### config.mk
export PLATFORM = sky130hd
export DESIGN_NAME = bgp_open_message_parser
export DESIGN_NICKNAME = d
export VERILOG_FILES = /design/src/rtl/core/bgpop_pkg.sv /design/src/rtl/core/bgp_open_message_parser.sv /design/src/rtl/core/bgpop_engine.sv
export SDC_FILE = /design/constraint.sdc
export NUM_CORES = 1
export LEC_CHECK = 0
export BUFFER_PORTS_ARGS = -buffer_cell sky130_fd_sc_hd__buf_2
export CORE_MARGIN = 1
export CORE_UTILIZATION = 30
export DETAILED_ROUTE_END_ITERATION = 12
export PLACE_DENSITY_LB_ADDON = 0.08
export SLEW_MARGIN = 40
export SYNTH_ARGS = -nofsm -noshare
export SYNTH_HDL_FRONTEND = slang
export SYNTH_SLANG_ARGS = --single-unit
export TNS_END_PERCENT = 5
### constraint.sdc
create_clock -name i_clk -period 6.76 [get_ports i_clk]
set_input_delay 1.352 -clock i_clk [delete_from_list [all_inputs] [get_ports i_clk]]
set_output_delay 1.352 -clock i_clk [all_outputs]
set_load 0.03 [all_outputs]
### src/rtl/core/bgpop_pkg.sv
package bgpop_pkg;

    // header layout and protocol constants
    localparam logic [11:0] HEADER_LEN      = 12'd10;
    localparam logic [7:0]  CAPA_PARAM_TYPE = 8'd2;
    localparam logic [7:0]  ASN4_CODE       = 8'd65;
    localparam logic [7:0]  ASN4_LEN        = 8'd4;
    localparam logic [31:0] ASN_TRANSITION  = 32'd23456;
    localparam logic [31:0] ASN_LIMIT       = 32'h0000_ffff;

    // result status codes
    localparam logic [2:0] ST_OK     = 3'd0;
    localparam logic [2:0] ST_LEN    = 3'd1;
    localparam logic [2:0] ST_UNSPEC = 3'd2;
    localparam logic [2:0] ST_OPT    = 3'd3;
    localparam logic [2:0] ST_TRAIL  = 3'd4;

    // one input item as held in the input register
    typedef struct packed {
        logic [7:0]  data_byte;
        logic [11:0] msg_length;
        logic        last;
    } t_item;

    // one result item
    typedef struct packed {
        logic [2:0]  status;
        logic [7:0]  error_data;
        logic [7:0]  version;
        logic [31:0] peer_asn;
        logic [15:0] hold_secs;
        logic [31:0] router_id;
        logic        four_byte_asn;
        logic [8:0]  parsed_length;
    } t_result;

endpackage

### src/rtl/core/bgp_open_message_parser.sv
// channel   dir  tdata fields (low bit up)                               tlast
// s_axis    in   data_byte[7:0] msg_length[19:8] zero[23:20]             last
// m_axis    out  status[2:0] error_data[10:3] version[18:11]             -
//                peer_asn[50:19] hold_secs[66:51] router_id[98:67]
//                four_byte_asn[99] parsed_length[108:100] zero[111:109]
//
// one input item per cycle unless a last item is held back by a stalled output;
// an item waits in the input register and is parsed against the state while there
// a result appears in the output register in the cycle after its last item is parsed
// reset is synchronous and active low; the parse restarts after each last item
// a stalled output holds back only an input item marked last
module bgp_open_message_parser (
    input  logic         i_clk,
    input  logic         i_rst_n,
    input  logic         i_s_axis_tvalid,
    output logic         o_s_axis_tready,
    input  logic [23:0]  i_s_axis_tdata,   // data_byte, msg_length, zero fill
    input  logic         i_s_axis_tlast,
    output logic         o_m_axis_tvalid,
    input  logic         i_m_axis_tready,
    output logic [111:0] o_m_axis_tdata    // status, error_data, version, peer_asn,
                                           // hold_secs, router_id, four_byte_asn,
                                           // parsed_length, zero fill
);

    logic               r_in_valid;
    bgpop_pkg::t_item   r_in;
    logic               r_out_valid;
    bgpop_pkg::t_result r_out;
    bgpop_pkg::t_result w_res;
    logic               w_out_free;
    logic               w_fire;

    // handshake between input stage, parser and output register
    assign w_out_free      = !r_out_valid || i_m_axis_tready;
    assign w_fire          = r_in_valid && (!r_in.last || w_out_free);
    assign o_s_axis_tready = !r_in_valid || w_fire;

    // input register
    always_ff @(posedge i_clk) begin
        if (!i_rst_n) begin
            r_in_valid <= 1'b0;
        end else if (o_s_axis_tready) begin
            r_in_valid <= i_s_axis_tvalid;
        end
    end

    always_ff @(posedge i_clk) begin
        if (o_s_axis_tready && i_s_axis_tvalid) begin
            r_in.data_byte  <= i_s_axis_tdata[7:0];
            r_in.msg_length <= i_s_axis_tdata[19:8];
            r_in.last       <= i_s_axis_tlast;
        end
    end

    // parser
    bgpop_engine u_engine (
        .i_clk   (i_clk),
        .i_rst_n (i_rst_n),
        .i_fire  (w_fire),
        .i_item  (r_in),
        .o_res   (w_res)
    );

    // result register
    always_ff @(posedge i_clk) begin
        if (!i_rst_n) begin
            r_out_valid <= 1'b0;
        end else if (w_fire && r_in.last) begin
            r_out_valid <= 1'b1;
        end else if (i_m_axis_tready) begin
            r_out_valid <= 1'b0;
        end
    end

    always_ff @(posedge i_clk) begin
        if (w_fire && r_in.last) begin
            r_out <= w_res;
        end
    end

    assign o_m_axis_tvalid = r_out_valid;
    assign o_m_axis_tdata  = {3'd0, r_out.parsed_length, r_out.four_byte_asn,
                              r_out.router_id, r_out.hold_secs, r_out.peer_asn,
                              r_out.version, r_out.error_data, r_out.status};

    // a parsed last item always shows up on the output next cycle
    a_last_to_out: assert property (@(posedge i_clk) disable iff (!i_rst_n)
        (w_fire && r_in.last) |=> o_m_axis_tvalid)
        else $error("result lost after last item");

    // a last item never overwrites a result still waiting
    a_no_overwrite: assert property (@(posedge i_clk) disable iff (!i_rst_n)
        (r_out_valid && !i_m_axis_tready) |-> !(w_fire && r_in.last))
        else $error("pending result overwritten");

    // parsed length is reported only for a good message
    a_len_ok_only: assert property (@(posedge i_clk) disable iff (!i_rst_n)
        (r_out_valid && r_out.status != bgpop_pkg::ST_OK) |-> (r_out.parsed_length == 9'd0))
        else $error("parsed length on failed message");

endmodule

### src/rtl/core/bgpop_engine.sv
module bgpop_engine (
    input  logic              i_clk,
    input  logic              i_rst_n,
    input  logic              i_fire,
    input  bgpop_pkg::t_item  i_item,
    output bgpop_pkg::t_result o_res
);

    // parse phases
    localparam logic [3:0] PH_HDR   = 4'd0;
    localparam logic [3:0] PH_PTYPE = 4'd1;
    localparam logic [3:0] PH_PLEN  = 4'd2;
    localparam logic [3:0] PH_CCODE = 4'd3;
    localparam logic [3:0] PH_CLEN  = 4'd4;
    localparam logic [3:0] PH_CASN  = 4'd5;
    localparam logic [3:0] PH_CSKIP = 4'd6;
    localparam logic [3:0] PH_DONE  = 4'd7;
    localparam logic [3:0] PH_ERR   = 4'd8;

    logic [3:0]  r_cnt,        n_cnt;
    logic [3:0]  r_phase,      n_phase;
    logic [7:0]  r_opt_total,  n_opt_total;
    logic [8:0]  r_opt_left,   n_opt_left;
    logic [7:0]  r_param_left, n_param_left;
    logic [7:0]  r_capa_left,  n_capa_left;
    logic [7:0]  r_code,       n_code;
    logic [31:0] r_field,      n_field;
    logic [31:0] r_asn,        n_asn;
    logic [15:0] r_hold,       n_hold;
    logic [31:0] r_id,         n_id;
    logic [7:0]  r_version,    n_version;
    logic        r_four,       n_four;
    logic [2:0]  r_err,        n_err;

    // first error wins, phase always drops to error
    function automatic logic [2:0] f_fail(input logic [2:0] err, input logic [2:0] code);
        f_fail = (err == bgpop_pkg::ST_OK) ? code : err;
    endfunction

    // next state and result for the item in the input register
    always_comb begin
        logic [7:0]  v_b;
        logic [11:0] v_len;
        logic [2:0]  v_st;
        logic [7:0]  v_pl;
        logic [8:0]  v_ol;

        v_b   = i_item.data_byte;
        v_len = i_item.msg_length;
        v_st  = bgpop_pkg::ST_OK;
        v_pl  = '0;
        v_ol  = '0;

        n_cnt        = r_cnt;
        n_phase      = r_phase;
        n_opt_total  = r_opt_total;
        n_opt_left   = r_opt_left;
        n_param_left = r_param_left;
        n_capa_left  = r_capa_left;
        n_code       = r_code;
        n_field      = r_field;
        n_asn        = r_asn;
        n_hold       = r_hold;
        n_id         = r_id;
        n_version    = r_version;
        n_four       = r_four;
        n_err        = r_err;

        if (i_fire) begin
            // short message length
            if (r_err == bgpop_pkg::ST_OK && v_len < bgpop_pkg::HEADER_LEN) begin
                n_err   = bgpop_pkg::ST_LEN;
                n_phase = PH_ERR;
            end

            case (n_phase)
                PH_HDR: begin
                    n_cnt = r_cnt + 4'd1;
                    if (r_cnt == 4'd0) begin
                        n_version = v_b;
                    end else if (r_cnt <= 4'd2) begin
                        n_asn = {16'd0, r_asn[7:0], v_b};
                    end else if (r_cnt <= 4'd4) begin
                        n_hold = {r_hold[7:0], v_b};
                    end else if (r_cnt <= 4'd8) begin
                        n_id = {r_id[23:0], v_b};
                    end else begin
                        n_opt_total = v_b;
                        if ({4'd0, v_b} != (v_len - bgpop_pkg::HEADER_LEN) || v_b < 8'd2) begin
                            n_err   = f_fail(n_err, bgpop_pkg::ST_UNSPEC);
                            n_phase = PH_ERR;
                        end else begin
                            n_opt_left = {1'b0, v_b};
                            n_phase    = PH_PTYPE;
                        end
                    end
                end
                PH_PTYPE: begin
                    n_code     = v_b;
                    n_opt_left = r_opt_left - 9'd1;
                    n_phase    = PH_PLEN;
                end
                PH_PLEN: begin
                    n_opt_left = r_opt_left - 9'd1;
                    if ({1'b0, v_b} > n_opt_left) begin
                        n_err   = f_fail(n_err, bgpop_pkg::ST_UNSPEC);
                        n_phase = PH_ERR;
                    end else if (r_code != bgpop_pkg::CAPA_PARAM_TYPE) begin
                        n_err   = f_fail(n_err, bgpop_pkg::ST_OPT);
                        n_phase = PH_ERR;
                    end else if (v_b < 8'd2) begin
                        n_err   = f_fail(n_err, bgpop_pkg::ST_UNSPEC);
                        n_phase = PH_ERR;
                    end else begin
                        n_param_left = v_b;
                        n_opt_left   = n_opt_left - {1'b0, v_b};
                        n_phase      = PH_CCODE;
                    end
                end
                PH_CCODE: begin
                    n_code       = v_b;
                    n_param_left = r_param_left - 8'd1;
                    n_phase      = PH_CLEN;
                end
                PH_CLEN: begin
                    n_param_left = r_param_left - 8'd1;
                    if (v_b > n_param_left) begin
                        n_err   = f_fail(n_err, bgpop_pkg::ST_UNSPEC);
                        n_phase = PH_ERR;
                    end else if (r_code == bgpop_pkg::ASN4_CODE) begin
                        n_four = 1'b1;
                        if (v_b != bgpop_pkg::ASN4_LEN) begin
                            n_err   = f_fail(n_err, bgpop_pkg::ST_UNSPEC);
                            n_phase = PH_ERR;
                        end else begin
                            n_capa_left  = bgpop_pkg::ASN4_LEN;
                            n_field      = '0;
                            n_param_left = n_param_left - v_b;
                            n_phase      = PH_CASN;
                        end
                    end else begin
                        n_param_left = n_param_left - v_b;
                        n_capa_left  = v_b;
                        n_phase      = PH_CSKIP;
                        // empty capability closes at once
                        if (v_b == 8'd0) begin
                            v_pl = n_param_left;
                            v_ol = n_opt_left;
                            if (v_pl == 8'd0) begin
                                if (v_ol == 9'd0) begin
                                    n_phase = PH_DONE;
                                end else if (v_ol < 9'd2) begin
                                    n_err   = f_fail(n_err, bgpop_pkg::ST_UNSPEC);
                                    n_phase = PH_ERR;
                                end else begin
                                    n_phase = PH_PTYPE;
                                end
                            end else if (v_pl < 8'd2) begin
                                n_err   = f_fail(n_err, bgpop_pkg::ST_UNSPEC);
                                n_phase = PH_ERR;
                            end else begin
                                n_phase = PH_CCODE;
                            end
                        end
                    end
                end
                PH_CASN, PH_CSKIP: begin
                    n_capa_left = r_capa_left - 8'd1;
                    if (n_phase == PH_CASN) begin
                        n_field = {r_field[23:0], v_b};
                    end
                    if (n_capa_left == 8'd0) begin
                        if (n_phase == PH_CASN && n_field >= bgpop_pkg::ASN_LIMIT
                                && r_asn != bgpop_pkg::ASN_TRANSITION) begin
                            n_err   = f_fail(n_err, bgpop_pkg::ST_UNSPEC);
                            n_phase = PH_ERR;
                        end else begin
                            if (n_phase == PH_CASN) begin
                                n_asn = n_field;
                            end
                            // capability closed: next capability or parameter
                            v_pl = r_param_left;
                            v_ol = r_opt_left;
                            if (v_pl == 8'd0) begin
                                if (v_ol == 9'd0) begin
                                    n_phase = PH_DONE;
                                end else if (v_ol < 9'd2) begin
                                    n_err   = f_fail(n_err, bgpop_pkg::ST_UNSPEC);
                                    n_phase = PH_ERR;
                                end else begin
                                    n_phase = PH_PTYPE;
                                end
                            end else if (v_pl < 8'd2) begin
                                n_err   = f_fail(n_err, bgpop_pkg::ST_UNSPEC);
                                n_phase = PH_ERR;
                            end else begin
                                n_phase = PH_CCODE;
                            end
                        end
                    end
                end
                PH_DONE: begin
                    n_err   = f_fail(n_err, bgpop_pkg::ST_TRAIL);
                    n_phase = PH_ERR;
                end
                default: begin
                end
            endcase
        end

        // result fields from the updated state
        v_st = n_err;
        if (v_st == bgpop_pkg::ST_OK && n_phase != PH_DONE) begin
            v_st = bgpop_pkg::ST_TRAIL;
        end
        o_res.status        = v_st;
        o_res.error_data    = (v_st == bgpop_pkg::ST_LEN) ? v_len[7:0] : 8'd0;
        o_res.version       = n_version;
        o_res.peer_asn      = n_asn;
        o_res.hold_secs     = n_hold;
        o_res.router_id     = n_id;
        o_res.four_byte_asn = n_four;
        o_res.parsed_length = (v_st == bgpop_pkg::ST_OK)
                              ? ({1'b0, n_opt_total} + 9'd10) : 9'd0;

        // end of message: back to the start state
        if (i_fire && i_item.last) begin
            n_cnt        = '0;
            n_phase      = PH_HDR;
            n_opt_total  = '0;
            n_opt_left   = '0;
            n_param_left = '0;
            n_capa_left  = '0;
            n_code       = '0;
            n_field      = '0;
            n_asn        = '0;
            n_hold       = '0;
            n_id         = '0;
            n_version    = '0;
            n_four       = 1'b0;
            n_err        = bgpop_pkg::ST_OK;
        end
    end

    // parser state
    always_ff @(posedge i_clk) begin
        if (!i_rst_n) begin
            r_cnt        <= '0;
            r_phase      <= PH_HDR;
            r_opt_total  <= '0;
            r_opt_left   <= '0;
            r_param_left <= '0;
            r_capa_left  <= '0;
            r_code       <= '0;
            r_field      <= '0;
            r_asn        <= '0;
            r_hold       <= '0;
            r_id         <= '0;
            r_version    <= '0;
            r_four       <= 1'b0;
            r_err        <= bgpop_pkg::ST_OK;
        end else begin
            r_cnt        <= n_cnt;
            r_phase      <= n_phase;
            r_opt_total  <= n_opt_total;
            r_opt_left   <= n_opt_left;
            r_param_left <= n_param_left;
            r_capa_left  <= n_capa_left;
            r_code       <= n_code;
            r_field      <= n_field;
            r_asn        <= n_asn;
            r_hold       <= n_hold;
            r_id         <= n_id;
            r_version    <= n_version;
            r_four       <= n_four;
            r_err        <= n_err;
        end
    end

    // a latched error always parks the parser
    a_err_parks: assert property (@(posedge i_clk) disable iff (!i_rst_n)
        (r_err != bgpop_pkg::ST_OK) |-> (r_phase == PH_ERR))
        else $error("error latched outside error phase");

    // header counter never runs past the length byte while in the header
    a_hdr_count: assert property (@(posedge i_clk) disable iff (!i_rst_n)
        (r_phase == PH_HDR) |-> (r_cnt <= 4'd9))
        else $error("header counter overran");

    // end of message restarts the parse
    a_last_restart: assert property (@(posedge i_clk) disable iff (!i_rst_n)
        (i_fire && i_item.last) |=> (r_phase == PH_HDR && r_cnt == 4'd0
                                     && r_err == bgpop_pkg::ST_OK))
        else $error("parser not restarted after last item");

endmodule

# After elaboration in Yosys (flattened, before gate mapping)
# Index checks and enable logic that the tools add are counted.
# classes
add_sub_neg	8
order_cmp	11
n_eq_ne	26
n_mux	112
n_bitwise	1
n_reduce_logical	38
# ops
operator	n
$mux W32	18
$mux W8	18
$pmux W32 S2	2
$mux W4	23
$mux W3	27
$mux W16	5
$mux W9	8
$ge A32 B16 Y1 const B	1
$logic_not A8 Y1	4
$ne A32 B15 Y1 const B	1
$pmux W4 S7	1
$pmux W9 S3	1
$lt A8 B2 Y1 const B	3
$pmux W8 S3	1
$ne A2 B2 Y1 const B	10
$eq A4 B3 Y1 const B	4
$pmux W8 S2	1
$sub A8 B1 Y8 const B	2
$pmux W3 S5	1
$logic_not A3 Y1	4
$lt A12 B4 Y1 const B	1
$ne A8 B12 Y1	1
$sub A12 B4 Y12 const B	1
$reduce_and A5 Y1	2
other kinds (33)	56
# word_totals
register_bits	305
inputBits	29
out_inout_bits	114
elab_cells	223

# Longest topological paths before layout
# Gate-level depths: netlist (run 1).
# depth
word_depth	20
mapped_depth	15
depth_no_buf	15

# By module
# A second synthesis (run 1) with hierarchy kept.
# unflattened
cells_unflattened	1295
area_unflattened_um2	13564.3
# modules_own_cells
mod	n_inst	cells_per_inst	area_per_inst_um2	seq_area_each_um2
bgpop_engine	1	1149	9516.6	3303.2
bgp_open_message_parser	1	146	4047.6	3943.8

# Worst setup path before layout (run 1)
# Ideal clock, no wire load.
# synth_path
kind	input port to flip-flop
from	in i_m_axis_tready
to	reg u_engine.r_capa_left[3]
t_arrival_ns	5.050
path_slack_ns	1.583
path_stages	6
path_buffers	2
path_cell_list	nand2b_1 -> and3_1 -> nand2b_1 -> clkbuf_1 -> clkbuf_1 -> nor2_1
# synth_via
elab_chain_cells	5
word_cells_on_any_way	6
classes_between	reduce/logical (6)
# synth_rtl
element	line	text
start: declaration	bgp_open_message_parser.sv:20	input logic i_m_axis_tready,
$logic_or A1 B1 Y1 *	bgp_open_message_parser.sv:35	assign w_out_free = !r_out_valid || i_m_axis_tready;
$logic_or A1 B1 Y1 *	bgp_open_message_parser.sv:36	assign w_fire = r_in_valid && (!r_in.last || w_out_free);
$logic_and A1 B1 Y1 *	bgp_open_message_parser.sv:36	
$logic_and A1 B1 Y1	bgpop_engine.sv:227	if (i_fire && i_item.last) begin
$reduce_or A2 Y1 (no source line)	n/a	
end signal: assignment	bgpop_engine.sv:268	r_capa_left <= n_capa_left;
end: declaration	bgpop_engine.sv:25	logic [7:0] r_capa_left, n_capa_left;
# Mark *: on every way between the ends. The rest lies on a longest branch, timed or not.
# A chain may end at the register's enable or synchronous reset.

==> results of run 1 <==
==> registers in the layout, indices dropped and copies added (netlist names), 8 cells and up <==
signal                 flops
o_m_axis_tdata           109
u_engine.r_capa_left       8
u_engine.r_code            8
u_engine.r_hold           16
u_engine.r_asn            32
r_in                      21
u_engine.r_opt_total       8
u_engine.r_version         8
u_engine.r_param_left      8
u_engine.r_id             32
u_engine.r_field          24
u_engine.r_opt_left        9
==> report_power, final <==
| part | internal (mW) | switching, mW |
|---|---|---|
| Sequential | 1.90 | 0.0241 |
| Combinational | 0.0678 | 0.167 |
| Clock | 1.13 | 0.749 |
| Total | 3.10 | 0.941 |
==> metal layers <==
| metal | GRT usage (%) | vias to the layer above |
|---|---|---|
| met4 | 5.16 | 2 |
| met5 | 0 | - |
| met1 | 23.4 | 4801 |
| met2 | 24.7 | 254 |
| li1 | - | 4889 |
| met3 | 3.29 | 62 |
==> logic make-up after synthesis <==
| kind of cell | after synthesis | share of synthesized area (%) |
|---|---|---|
| xor gates and xnor gates | 38 | 2.50 |
| and+or+nand+nor | 484 | 18.8 |
| buffers and inverters | 107 | 3.18 |
| adders and majority gates | 27 | 2.65 |
| muxes | 69 | 5.65 |
| DFF | 297 | 54.3 |
| AOI/OAI and AO/OA | 252 | 12.9 |
| other | 1 | 0.0281 |
==> how the worst min path moves through the flow <==
stage | start | endpoint | slack [ps] | cells past startpoint
2_1_floorplan | u_engine.r_code[7] | u_engine.r_code[7] | 450 | 2
3_3_place_gp | u_engine.r_asn[9] | u_engine.r_asn[9] | 460 | 2
3_5_place_dp | u_engine.r_asn[10] | u_engine.r_asn[10] | 470 | 2
4_1_cts | u_engine.r_asn[12] | u_engine.r_asn[12] | 480 | 2
5_1_grt | u_engine.r_asn[12] | u_engine.r_asn[12] | 500 | 2
6_report | u_engine.r_asn[12] | u_engine.r_asn[12] | 480 | 2
==> cell usage in the layout, fill, tap and decap left out, types with 44 or more instances in the layout <==
cell	count
a21oi_1	62
and2_1	70
buf_2	135
dfxtp_1	167
edfxtp_1	130
inv_1	44
mux2_2	50
nand2_1	103
nor2_1	125
o21ai_0	44
==> through the flow <==
step	total power, mW	utilization [%]
2_1_floorplan	2.11	-
3_3_place_gp	2.20	33.7
3_5_place_dp	2.20	33.9
4_1_cts	4.11	36.5
5_1_grt	4.21	36.6
6_report	4.04	36.6
==> final cells by class <==
| type | instances | area share (%) |
|---|---|---|
| flip-flops and latches | 297 | 45.5 |
| clock buffers | 48 | 6.13 |
| repair buffers | 156 | 5.59 |
| multi-input cells | 873 | 36.0 |
| inverters | 44 | 1.04 |
| clock inverters | 16 | 1.10 |
| well taps | 585 | 4.60 |
==> worst min-delay path: cells and delay by family (launching register included) <==
family / cells / cell delay [ps]
and+or+nand+nor: 1 / 70
AOI/OAI and AO/OA: 1 / 60
DFF: 1 / 300
==> impl_metrics.toml, run 1 <==
[outcome]
status = "complete, no violations"

[die]
rows = 76
floorplan.initialDensity_pct = 30.7
die_h_um = 213
dieArea_um2 = 45300
die_w_um = 213
io_pins = 143
core_um2 = 43500

[global_route]
antenna_found_initial = 1
track_usage_pct = 16.4
grt_max_degree = 63
grt_pass1_wl_mm = 57.1
grt_pass1_vias = 9719
overflow = 0

[power]
power_density_nw_per_um2 = 254
p_leak_nw = 6.16
ir_drop_v = 0.000143

[yosys]
synth_sequential_area_ratio_pct = 54.3
yosysTopAreaCell = "edfxtp_1"
synth_top_area_share_pct = 29.3
synth_edf_count = 130
ys_top_cells_by_area = "edfxtp_1 (29%), dfxtp_1 (25%), mux2_2 (4.2%)"
syn_area_um2 = 13300
synth-warning-count = 0
netlist_top_cells_count = "dfxtp_1 (167), edfxtp_1 (130), nor2_1 (127)"
async_flop_share_pct = 0
ys_seq_elements = 297
synth.most_common_cell = "dfxtp_1"
synthCells = 1275
synth_cell_types = 80
avgSynthCellArea_um2 = 10.5
ys.flop_type = "dfxtp_1"

[cells_and_area]
layout.area.seq_um2 = 7250
final_layout_size_suffix_gt1_share_pct = 20.9
final_nets = 1464
finalInstanceArea_um2 = 15900
multi_input_area_um2 = 5730
fill_cells = 4409
area_growth_syn_to_layout_pct = 19.4
final_cells = 2019
antenna_cells = 0

[worst_setup_path]
critPathTopFamily = "compound AO/OA/AOI/OAI gates"
reg2reg_setup_slack_ps = 2240
worst-path-stages = 15
crit_chain = "inv_1 > ha_1 > inv_1 > or3_1 > xnor2_1 > ha_1 > nor2b_1 > a221o_1 > a211oi_1 > o21ai_1 > or4_4 > o21a_1 > o31ai_4 > nand4_4 > a21boi_1"
r2r-start = "u_engine.r_param_left[0]"
rr_worst_depth = 15
critPathLaunch = "u_engine.r_param_left[0]"
crit_path_start_kind = "flip-flop"
cp.arrival_ps = 4760
max_stage_delay_ps = 600
cp_max_fo = 10
end_kind = "flip-flop"
required_ps = 7000
cp.buffers_inverters = 2
critPathCapture = "o_m_axis_tdata[2]"
cp_slowest_cell = "or4_4"
rr_endpoint = "o_m_axis_tdata[2]"
criticalPathCategory = "flip-flop to flip-flop"

[route]
drt_iter0_drc = 747
drcViolationCount = 0
dr_wl_met2_mm = 16.3
vias = 10008
viasPerCell = 4.96
top_layer_used = "met5"
wl_met1_mm = 17.9
final_antenna_net_count = 0
dr.pass1.iters = 5
wl_met3_mm = 1.94
finalWirelength_mm = 36.9
wl_per_cell_um = 18.3

[sta]
period_minus_slack_ps = 4520
fmax_mhz = 221
hold_slack_ps = 479
fin_setup_tns_ps = 0
report.final.slew_viol_count = 0
min_period_over_period_pct = 66.9
max-slew-margin-rel_pct = 43.9
rsz0062_at_grt = "no"
worst_slack_ps = 2240
fin_skew_ps = 21.5
hold_viol = 0
worst_slew_pin_slew_ps = 841
setup_viol = 0

[cts]
cts_resized = 0
cts_tree = "yes"
clkLatencyLatePin_ps = 540
cts.path.max_buffers = 3
clock-sinks = 297
cts_setup_buffers = 0
cts-root-buf = "clkbuf_16"
cts.reportedPaths.clkPinSlew_ps = 60
cts_buffers = 36
cts_hold_buffers = 0
cts.htree.levels = 2

[worst_hold_path]
hold_path_class = "flip-flop to flip-flop"

[placed_design]
dpl-instance-area_um2 = 14700
io_buffers = 135
place_ws_ps = 2260
dp_hpwl_mm = 25.3
dpl.cell_count = 1954
gp_congestion = 0.872

[flow_run]
max_cap_violations = 0
Note: power is estimated with default switching activity, not from simulation.
==> inputs of run 2 (changes only) <==
==> constraint.sdc (replaced) <==
create_clock -name i_clk -period 3.6 [get_ports i_clk]
set_input_delay 0.72 -clock i_clk [delete_from_list [all_inputs] [get_ports i_clk]]
set_output_delay 0.72 -clock i_clk [all_outputs]
set_load 0.03 [all_outputs]
==> run 2 against run 1 <==
Compared with the run above:
- the run now ends with setup timing left
- routed wire length increased by 5.1%
- clock power increased by 97%
- clock skew increased by 6.5 ps
- die area is the same
- critical endpoint unchanged
- cell count rose by 5.7%
- non-clock buffer count is 112 higher
- power grew 94%
==> impl_metrics.toml, run 2 (synthesized netlist as in run 1, its figures left out) <==
[worst_setup_path]
crit_path_start_kind = "flip-flop"
criticalPathCategory = "flip-flop to flip-flop"
r2r-start = "u_engine.r_param_left[1]"
critPathLaunch = "u_engine.r_param_left[1]"
end_kind = "flip-flop"
required_ps = 3860
rr_worst_depth = 17
cp_max_fo = 5
cp.arrival_ps = 4290

[placed_design]
io_buffers = 135
gp_congestion = 0.891
dp_hpwl_mm = 26.9
place_ws_ps = -647
dpl.cell_count = 2061

[cts]
cts.reportedPaths.clkPinSlew_ps = 60
cts_buffers = 36
cts_hold_buffers = 0
cts.htree.levels = 2
cts.path.max_buffers = 3
cts-root-buf = "clkbuf_16"
clock-sinks = 297
clkLatencyLatePin_ps = 550
cts_tree = "yes"

[route]
drt_iter0_drc = 649
dr.pass1.iters = 5
wl_per_cell_um = 18.2
vias = 10459
viasPerCell = 4.90
final_antenna_net_count = 0
finalWirelength_mm = 38.8
drcViolationCount = 0

[cells_and_area]
fill_cells = 4309
largest_reg_flops = 109
area_growth_syn_to_layout_pct = 27.9
final_cells = 2134
final_common_cell = "dfxtp_1"
fin_util_pct = 39.3
final_cell_mix = "dfxtp_1 (165), buf_2 (135), edfxtp_1 (130)"
final_layout_size_suffix_gt1_share_pct = 28.5
final_nets = 1577
antenna_cells = 0

[die]
floorplan.initialDensity_pct = 30.7
die_w_um = 213
io_pins = 143
die_h_um = 213
core_um2 = 43500
rows = 76
dieArea_um2 = 45300

[outcome]
status = "finished, violations left"
violations = "setup timing"

[global_route]
overflow = 0
grt_max_degree = 110
antenna_found_initial = 0
grt_pass1_wl_mm = 59.9
track_usage_pct = 17.2
grt_pass1_vias = 10404

[flow_run]
max_cap_violations = 0

[sta]
min_period_over_period_pct = 112
rsz0062_at_grt = "yes"
setup_viol = 19
max-slew-margin-rel_pct = 48.6
hold_viol = 0
worst_slack_ps = -429
period_minus_slack_ps = 4030
report.final.slew_viol_count = 0
worst_slew_pin_slew_ps = 770
fmax_mhz = 248
fin_skew_ps = 28.0

[power]
power_density_nw_per_um2 = 459
p_leak_nw = 6.82
ir_drop_v = 0.000291

[worst_hold_path]
hold_start = "i_s_axis_tlast"
worstHoldPathCells = 1
hold_path_class = "input pin to flip-flop"
-- run 2: per-stage QoR --
step / power [mW] / setup TNS [ps] / hold WS [ps] / cell area, um2
floorplan: 3.96 / -5040 / 451 / 13300
global placement: 4.19 / -10820 / 466 / 15500
detailed placement: 4.19 / -10350 / 468 / 15600
CTS: 7.96 / -5530 / 313 / 16900
global route: 8.14 / -8830 / 315 / 17100
finish: 7.82 / -5220 / 345 / 17100
-- run 2: layout make-up --
type                       count  area, um2  area share [%]
timing repair buffer         268       1750            10.3
clock inverter                15        154           0.902
multi-input combinational    874       5920            34.7
tap                          585        732            4.29
inverter                      44        170           0.998
sequential                   297       7250            42.5
clock buffer                  51       1070            6.28
-- run 2: routing by layer --
layer / wire [um] / global-route usage [%]
met5: 0 / 0
met4: 826 / 4.94
met3: 1770 / 3.38
met2: 17500 / 26.7
met1: 18700 / 24.1
-- run 2: worst paths after layout --
kind / end / slack [ps]
setup / recovery: o_m_axis_tdata[2] / -430
setup reg to reg: o_m_axis_tdata[2] / -430
hold reg to reg: u_engine.r_asn[10] / 470
hold / removal: r_in[0] / 340
-- run 2: worst max-delay path, stage by stage, from the launching register on --
cell	delay, ps
dfxtp_4	360
inv_4	60
ha_4	140
inv_2	40
or3_4	350
xnor2_4	190
ha_4	230
buf_6	120
a21oi_2	110
nor2_1	60
or3_4	370
xor2_2	160
or4_4	570
o21a_1	230
o31ai_4	180
buf_4	150
nand4_4	180
a21boi_2	250
-- run 2: power by group --
| group | switching, mW | internal, mW |
|---|---|---|
| registers | 0.0350 | 3.57 |
| clock network | 1.46 | 2.24 |
| logic | 0.348 | 0.179 |
-- run 2: what timing repair did --
action | 4_1_cts | 5_1_grt
resized for setup | 24 | 20
setup endpoints to repair | 33 | 40
cloned | 1 | 0
setup buffers | 3 | 3
pin swaps | 9 | 13
==> inputs of run 3 (changes only) <==
--- a/config.mk
+++ b/config.mk
@@ -6,6 +6,8 @@
 export NUM_CORES = 1
 export LEC_CHECK = 0
 export BUFFER_PORTS_ARGS = -buffer_cell sky130_fd_sc_hd__buf_2
+export CELL_PAD_IN_SITES_DETAIL_PLACEMENT = 1
+export CELL_PAD_IN_SITES_GLOBAL_PLACEMENT = 2
 export CORE_MARGIN = 1
 export CORE_UTILIZATION = 30
 export DETAILED_ROUTE_END_ITERATION = 12
@@ -14,4 +16,4 @@
 export SYNTH_ARGS = -nofsm -noshare
 export SYNTH_HDL_FRONTEND = slang
 export SYNTH_SLANG_ARGS = --single-unit
-export TNS_END_PERCENT = 5
+export TNS_END_PERCENT = 20
==> run 3 against run 2 <==
Compared with the run above:
- the flow still finishes with violations (setup timing)
- combinational power is 2% higher
- design area is 0.59% higher
- clock skew is 16 ps lower
- non-clock buffer count is 6 higher
- critical path type unchanged
- largest power group unchanged
==> impl_metrics.toml, run 3 (synthesized netlist as in run 1, its figures left out) <==
[worst_setup_path]
cp.buffers_inverters = 4
crit_chain = "inv_4 > ha_4 > inv_2 > or3_4 > xnor2_4 > ha_4 > buf_6 > nor2b_1 > a221o_1 > a211oi_2 > o21ai_2 > or4_4 > o21a_1 > o31ai_4 > buf_4 > nand4_4 > a21boi_2"
cp.arrival_ps = 4330
criticalPathCategory = "flip-flop to flip-flop"
cp_max_fo = 5
max_stage_delay_ps = 470
rr_endpoint = "o_m_axis_tdata[2]"
critPathTopFamily = "compound AO/OA/AOI/OAI gates"
critPathCapture = "o_m_axis_tdata[2]"
crit_top_cell = "ha_4"
required_ps = 3880
end_kind = "flip-flop"
crit_path_start_kind = "flip-flop"
worst-path-stages = 17
reg2reg_setup_slack_ps = -450
rr_worst_depth = 17
cp_slowest_cell = "or4_4"
critPathLaunch = "u_engine.r_param_left[0]"
r2r-start = "u_engine.r_param_left[0]"

[placed_design]
place_ws_ps = -651
io_buffers = 135
dpl.cell_count = 2056
gp_congestion = 0.828
dp_hpwl_mm = 29.3

[cts]
cts_buffers = 36
cts.path.max_buffers = 3
cts.htree.levels = 2
cts.reportedPaths.clkPinSlew_ps = 60
cts_hold_buffers = 0
cts_tree = "yes"
clock-sinks = 297
clkLatencyLatePin_ps = 540
cts-root-buf = "clkbuf_16"

[sta]
worst_slack_ps = -452
worst_slew_pin_slew_ps = 741
hold_viol = 0
rsz0062_at_grt = "yes"
period_minus_slack_ps = 4050
max-slew-margin-rel_pct = 50.2
report.final.slew_viol_count = 0
fin_skew_ps = 12.0
min_period_over_period_pct = 113
setup_viol = 20
fmax_mhz = 247

[die]
io_pins = 143
floorplan.initialDensity_pct = 30.7
die_h_um = 213
dieArea_um2 = 45300
core_um2 = 43500
die_w_um = 213
rows = 76

[cells_and_area]
final_nets = 1583
final_cell_mix = "dfxtp_1 (164), buf_2 (135), edfxtp_1 (130)"
largest_reg_flops = 109
final_layout_size_suffix_gt1_share_pct = 29.5
final_cells = 2140
fill_cells = 4875
multi_input_area_um2 = 6000
layout.area.seq_um2 = 7260
area_growth_syn_to_layout_pct = 28.7
final_common_cell = "dfxtp_1"
antenna_cells = 0

[route]
vias = 10598
drcViolationCount = 0
wl_per_cell_um = 19.4
final_antenna_net_count = 0
viasPerCell = 4.95
drt_iter0_drc = 601
finalWirelength_mm = 41.5
dr.pass1.iters = 5

[flow_run]
max_cap_violations = 0

[outcome]
violations = "setup timing"
status = "finished, violations left"

[global_route]
antenna_found_initial = 1
grt_pass1_wl_mm = 63.8
track_usage_pct = 18.5
grt_max_degree = 82
grt_pass1_vias = 10924
overflow = 0

[worst_hold_path]
hold_path_class = "input pin to flip-flop"

[power]
p_leak_nw = 6.82
ir_drop_v = 0.000332
power_density_nw_per_um2 = 452
run 3: cell types whose count changed in the layout (fill, tap and decap cells not counted), moves of 3 or more:
| cell | before | now |
|---|---|---|
| nor3_1 | 37 | 32 |
| nor3_2 | 3 | 7 |
| buf_4 | 126 | 129 |
| buf_6 | 1 | 4 |
| clkbuf_8 | 5 | 8 |
| nor2_2 | 2 | 5 |
run 3: per-layer routing:
| metal | wire length, um | share of wire [%] | GRT usage [%] |
|---|---|---|---|
| met4 | 808 | 1.9 | 4.66 |
| met1 | 20200 | 49 | 25.9 |
| met5 | 0 | 0 | 0 |
| met2 | 19100 | 46 | 29.4 |
| met3 | 1450 | 3.5 | 3.15 |
run 3: stage by stage:
step | utilization, % | hold slack, ps | setup TNS (ps) | power (mW) | area (um2)
2_1_floorplan | - | 451 | -5040 | 3.96 | 13300
3_3_place_gp | 35.6 | 465 | -11810 | 4.19 | 15500
3_5_place_dp | 35.7 | 474 | -13060 | 4.19 | 15500
4_1_cts | 39.0 | 328 | -5030 | 7.86 | 16900
5_1_grt | 39.5 | 330 | -7740 | 8.05 | 17200
6_report | 39.5 | 359 | -5320 | 7.75 | 17200
run 3: report_power, final:
part / leakage (nW) / switching [mW] / total (mW) / internal [mW]
Sequential: 2.58 / 0.0338 / 3.60 / 3.57
Clock: 0.592 / 1.44 / 3.61 / 2.17
Combinational: 3.65 / 0.359 / 0.538 / 0.178
Total: 6.82 / 1.83 / 7.75 / 5.92
run 3: worst min path at each step:
stage / start / endpoint / slack (ps) / cells after the start
after global placement: u_engine.r_asn[9] / u_engine.r_asn[9] / 470 / 2
after CTS: i_s_axis_tdata[13] / r_in[6] / 330 / 1
after detailed placement: u_engine.r_asn[9] / u_engine.r_asn[9] / 470 / 2
after global routing: i_s_axis_tdata[8] / r_in[1] / 330 / 1
final: i_s_axis_tdata[17] / r_in[10] / 360 / 1
after floorplan: u_engine.r_code[7] / u_engine.r_code[7] / 450 / 2
run 3: what timing repair did:
action | CTS | global route
pin swaps | 18 | 24
setup buffers | 11 | 7
cloned | 1 | 0
endpoints found under the setup margin | 36 | 60
gates resized for setup | 37 | 31
run 3: cell type report:
type	instances	share of cell area (%)
clock buffer	53	6.34
clock inverter	13	0.612
inverter	44	0.992
sequential	297	42.3
tap	585	4.27
multi-input combinational	874	35.0
timing repair buffer	274	10.5
